--- config.mk ---
export PLATFORM = sky130hd
export DESIGN_NAME = hcbp_result_fifo
export DESIGN_NICKNAME = d
export VERILOG_FILES = /design/src/hw/rtl/hcbp_pkg.sv /design/src/hw/rtl/hcbp_result_fifo.sv
export SDC_FILE = /design/constraint.sdc
export NUM_CORES = 1
export LEC_CHECK = 0
export BUFFER_PORTS_ARGS = -buffer_cell sky130_fd_sc_hd__buf_2
export CORE_MARGIN = 3
export CORE_UTILIZATION = 61
export CTS_BUF_LIST = sky130_fd_sc_hd__clkbuf_4
export CTS_CLUSTER_SIZE = 40
export DETAILED_ROUTE_END_ITERATION = 8
export PLACE_DENSITY = 0.81
export SLEW_MARGIN = 20
export SYNTH_ARGS = -nofsm -noshare
export SYNTH_HDL_FRONTEND = slang
export SYNTH_SLANG_ARGS = --single-unit
--- constraint.sdc ---
create_clock -name clk -period 5.25 [get_ports clk]
set_input_delay 1.05 -clock clk [delete_from_list [all_inputs] [get_ports clk]]
set_output_delay 1.05 -clock clk [all_outputs]
set_load 0.1 [all_outputs]
--- src/hw/rtl/hcbp_pkg.sv ---
`default_nettype none

package hcbp_pkg;

  // Operation codes carried by an input request.
  localparam logic [1:0] OP_LOAD   = 2'd0;
  localparam logic [1:0] OP_ENCODE = 2'd1;
  localparam logic [1:0] OP_FINISH = 2'd2;

  typedef enum logic [1:0] {
    KIND_FULL    = 2'd0,
    KIND_PARTIAL = 2'd1,
    KIND_COUNT   = 2'd2,
    KIND_ERROR   = 2'd3
  } kind_t;

  typedef struct packed {
    logic [31:0] word;
    kind_t       kind;
    logic        last;
  } res_t;

  // Result queue sizing.
  localparam int RES_FIFO_DEPTH = 8;
  localparam int RES_PTR_W      = $clog2(RES_FIFO_DEPTH);
  localparam int RES_CNT_W      = $clog2(RES_FIFO_DEPTH + 1);

endpackage

`default_nettype wire

--- src/hw/rtl/hcbp_result_fifo.sv ---
`default_nettype none

module hcbp_result_fifo (
  input  wire logic                               clk,
  input  wire logic                               rst_n,
  input  wire logic [1:0]                         push_cnt,
  input  wire hcbp_pkg::res_t                     push0,
  input  wire hcbp_pkg::res_t                     push1,
  input  wire logic                               pop,
  output hcbp_pkg::res_t                          head,
  output logic [hcbp_pkg::RES_CNT_W-1:0]          count
);

  hcbp_pkg::res_t mem [hcbp_pkg::RES_FIFO_DEPTH];

  logic [hcbp_pkg::RES_PTR_W-1:0] wr_ptr_r, wr_ptr_nxt;
  logic [hcbp_pkg::RES_PTR_W-1:0] rd_ptr_r, rd_ptr_nxt;
  logic [hcbp_pkg::RES_CNT_W-1:0] count_r, count_nxt;

  always_comb begin
    wr_ptr_nxt = wr_ptr_r + hcbp_pkg::RES_PTR_W'(push_cnt);
    rd_ptr_nxt = rd_ptr_r + hcbp_pkg::RES_PTR_W'(pop);
    count_nxt  = count_r + hcbp_pkg::RES_CNT_W'(push_cnt) - hcbp_pkg::RES_CNT_W'(pop);
  end

  always_ff @(posedge clk) begin
    if (!rst_n) begin
      wr_ptr_r <= '0;
      rd_ptr_r <= '0;
      count_r  <= '0;
    end else begin
      wr_ptr_r <= wr_ptr_nxt;
      rd_ptr_r <= rd_ptr_nxt;
      count_r  <= count_nxt;
    end
  end

  always_ff @(posedge clk) begin
    if (push_cnt != 2'd0) begin
      mem[wr_ptr_r] <= push0;
    end
    if (push_cnt == 2'd2) begin
      mem[wr_ptr_r + hcbp_pkg::RES_PTR_W'(1)] <= push1;
    end
  end

  assign head  = mem[rd_ptr_r];
  assign count = count_r;

endmodule

`default_nettype wire

; Word level (Yosys, flattened, before mapping)
; Memory sizes are Yosys's and may differ from the RTL's. A register that Yosys moved wholly into a read port is not among the register bits.
; Index checks and enable logic that the tools add are counted.
[totals]
out_inout_bits = 39
ramBits = 280
mem_count = 1
regBits = 10
[mem_list]
columns = name, depth, word_bits, rd, rd_clocked_by_memory_dff, wr, line_no
row1 = mem, 8, 35, 1, 1, 2, hcbp_result_fifo.sv:14  ; hcbp_pkg::res_t mem [hcbp_pkg::RES_FIFO_DEPTH];
[op_classes]
muxes = 5
addsub = 5
n_reduce_logical = 1
eq_ne = 1
[ops]
columns = operator, count
row1 = 4-bit by 2-bit adder with 4-bit output, 1
row2 = 1-bit two-way mux, 4
row3 = 4-bit by 1-bit subtractor with 4-bit output, 1
row4 = 3-bit by 1-bit adder with 3-bit output, 1
row5 = 3-bit by 1-bit adder with 3-bit output (second input constant), 1
row6 = 3-bit by 2-bit adder with 3-bit output, 1
row7 = 3-bit two-way mux, 1
row8 = 2-bit == test (second input constant), 1
row9 = 2-bit nonzero test, 1

; Longest topological paths before layout
[depth]
ltp_word = 3
ltp_mapped = 8
depth_no_buf = 8

; Worst setup path before layout
; OpenSTA, ideal clock, no wires.
[synth_timing]
kind = input -> register
from = input port push_cnt[1]
to = memory mem[1][0] in the netlist's numbering (enable)
stages = 2
slack_ps = 923
setup_ps = 481
arrival_ps = 3847
t_required_ps = 4769
cell_sequence = o21ai_0 o31ai_1
[synth_rtl]
columns = item, line_no
row1 = from (decl), hcbp_result_fifo.sv:6  ; input wire logic [1:0] push_cnt,
row2 = to (decl), hcbp_result_fifo.sv:14

==> results.py <==
metrics = {
    "finish": {
        "layout.nets": 1038,
        "postLayoutCellArea_mm2": 0.0165,
        "final_common_cell": "mux2_2",
        "mostFrequentLayoutCells": "mux2_2, edfxtp_1, buf_2, clkbuf_4, mux4_2",
        "drive_gt1_share_pct": 64.6,
        "area_growth_pct": 13.5,
    },
    "grt": {
        "grt_max_degree": 72,
        "grt_pass1_vias": 9242,
        "overflow": 0,
        "grt_pass1_wl_um": 52300,
        "track_usage_pct": 26.5,
        "antenna_found_initial": 7,
    },
    "floorplan": {
        "pin_count": 114,
        "start_util_pct": 63.2,
        "num_rows": 55,
        "coreArea_mm2": 0.0230,
        "die_w_um": 160,
        "fp.dieArea_mm2": 0.0257,
        "dieHeight_um": 160,
    },
    "synth": {
        "synth_flop_cell": "edfxtp_1",
        "synthCells": 788,
        "ys_ff_latch": 290,
        "ys_warn_count": 0,
        "synth_area_leaders": "edfxtp_1, mux2_2, mux4_2, dfxtp_1, ha_1",
        "ys_seq_area_share_pct": 59.3,
        "synthAdderAreaFrac_pct": 1.05,
        "synthXorXnorAreaFrac_pct": 0.465,
        "synth_top_area_cell": "edfxtp_1",
        "syn-num-nets": 874,
        "netlist-cell-type-count": 35,
        "synth_compound_area_share_pct": 0.482,
        "synth_area_mm2": 0.0145,
        "synth-edff-count": 280,
        "async_reset_ff_share_pct": 0,
        "synth_mux_area_share_pct": 35.3,
        "netlist.area_leader.share_pct": 57.9,
        "synth_top_family_by_area": "multiplexers",
        "synthSimpleGateAreaFrac_pct": 1.25,
        "synth.avg_cell_area_um2": 18.4,
    },
    "power": {
        "power.density_mw_per_mm2": 382,
        "leakage_nw": 5.70,
        "vdd_ir_drop_max_uv": 384,
        "p_switching_mw": 2.00,
        "p_sw_share_pct": 31.7,
        "p_int_mw": 4.30,
        "comb_power_share_pct": 23.3,
        "seqPwrFrac_pct": 45.8,
        "pwr-share-clk_pct": 30.9,
    },
    "sta": {
        "hold_viol": 0,
        "setup-tns-final_ns": 0,
        "worst_slack_ns": 1.06,
        "grt_setup_unrepaired": "false",
        "fin_crit_ns": 4.19,
        "slew_headroom_pct": 23.8,
        "max_freq_mhz": 239,
        "final_max_slew_viol_count": 0,
        "post-route-period-util_pct": 79.8,
        "skew_ns": 0.0248,
        "worst_slew_pin_slew_ns": 1.14,
        "setup_viol": 0,
    },
    "critical_path": {
        "critPathKind": "reg -> out",
        "cp.required_ns": 4.20,
        "end_kind": "output pin",
        "startpoint_type": "flop",
        "cp_max_fo": 32,
        "arrival_ns": 3.14,
    },
    "clocking": {
        "tritoncts": "built",
        "htree_levels": 3,
        "clk_latency_ns": 0.66,
        "post_cts_buffers": 0,
        "clkTransAtPathRegs_ns": 0.06,
        "cts_hold_buf": 0,
        "ctsResizeCount": 0,
        "cts_sinks": 290,
        "cts_buffers": 76,
        "cts_root_buffer": "clkbuf_4",
        "cts.path.max_buffers": 3,
    },
    "placed_design": {
        "pre_cts_ws_ns": 1.70,
        "io_buffers": 113,
        "hpwl_um": 19300,
        "place_area_mm2": 0.0155,
        "gp_congestion": 0.788,
    },
    "min_path": {
        "hold_class": "reg -> reg",
    },
    "route": {
        "avgViaCountPerCell": 6.26,
        "firstDrtPassIters": 6,
        "drc_errors": 0,
        "drtIter0Drc": 568,
        "drt_wl_total_um": 33200,
        "vias": 8291,
        "ant_nets": 0,
        "wire_per_inst_um": 25.1,
    },
    "outcome": {
        "outcome": "completed",
    },
    "run": {
        "maxCapViolCount": 0,
    },
}
==> cell usage after synthesis, types with 3 or more instances <==
cell / count
nor2_1: 5
ha_1: 9
mux2_2: 311
buf_4: 6
o21ai_0: 5
edfxtp_1: 280
xor2_1: 3
buf_6: 7
clkbuf_1: 13
and2_1: 4
mux4_2: 70
nand2_2: 4
dfxtp_1: 10
buf_2: 19
inv_1: 12
==> per-stage QoR <==
step | hold slack [ns] | cells | total power [mW] | util, %
final | 0.644 | 1325 | 6.30 | 71.7
after floorplan | 0.543 | 788 | 4.04 | -
after CTS | 0.597 | 1322 | 6.35 | 71.6
after global routing | 0.644 | 1325 | 6.56 | 71.7
after detailed placement | 0.634 | 1186 | 4.40 | 67.4
after global placement | 0.620 | 1186 | 4.35 | 67.3
==> final timing paths <==
check | start | to | slack, ns | cells past startpoint
setup / recovery | rd_ptr_r[0]$_SDFF_PN0_ | head[0] | 1.06 | 4
hold reg to reg | count[3]$_SDFF_PN0_ | count[3]$_SDFF_PN0_ | 0.64 | 3
hold / removal | count[3]$_SDFF_PN0_ | count[3]$_SDFF_PN0_ | 0.64 | 3
setup reg to reg | wr_ptr_r[1]$_SDFF_PN0_ | mem[6][18]$_DFFE_PP_ | 2.20 | 5
==> metal layers <==
layer | track usage, % | up-vias | routed length (um)
met4 | 10.3 | 10 | 855
met2 | 43.8 | 313 | 16900
met3 | 6.37 | 78 | 2120
met5 | 0 | - | 75
li1 | - | 3612 | -
met1 | 34.5 | 4278 | 13200
==> worst max-delay path, cell delays in order, from the launching register on <==
cell,delay [ns]
dfxtp_4,0.82
buf_4,0.46
mux4_2,0.55
mux2_2,0.32
buf_2,0.31
==> power groups by stage <==
stage                     sequential, mW  combinational, mW  clock [mW]
after floorplan                     2.96               1.09           0
after global placement              2.92               1.43           0
after detailed placement            2.94               1.47           0
after CTS                           2.89               1.47        1.99
after global routing                2.90               1.54        2.12
final                               2.89               1.46        1.94
==> layout make-up <==
cell class / instances / area [um2]
inverters: 12 / 45.0
diodes: 2 / 5.00
flip-flops and latches: 290 / 8620
clock buffers: 108 / 811
multi-input cells: 441 / 5720
clock inverters: 28 / 160
fillers: 1503 / 6500
repair buffers: 131 / 733
well taps: 313 / 392
==> registers in the layout, summed over array words and instances (netlist names) <==
register / flops
mem: 280
count: 4
rd_ptr_r: 3
wr_ptr_r: 3
==> cell families after synthesis <==
kind of cell               after synthesis
muxes                                  385
AOI/OAI and AO/OA                       12
DFF                                    290
and+or+nand+nor                         27
xor gates and xnor gates                 6
buffers and inverters                   57
adders and majority gates               11
(Power assumes the default switching activity.)
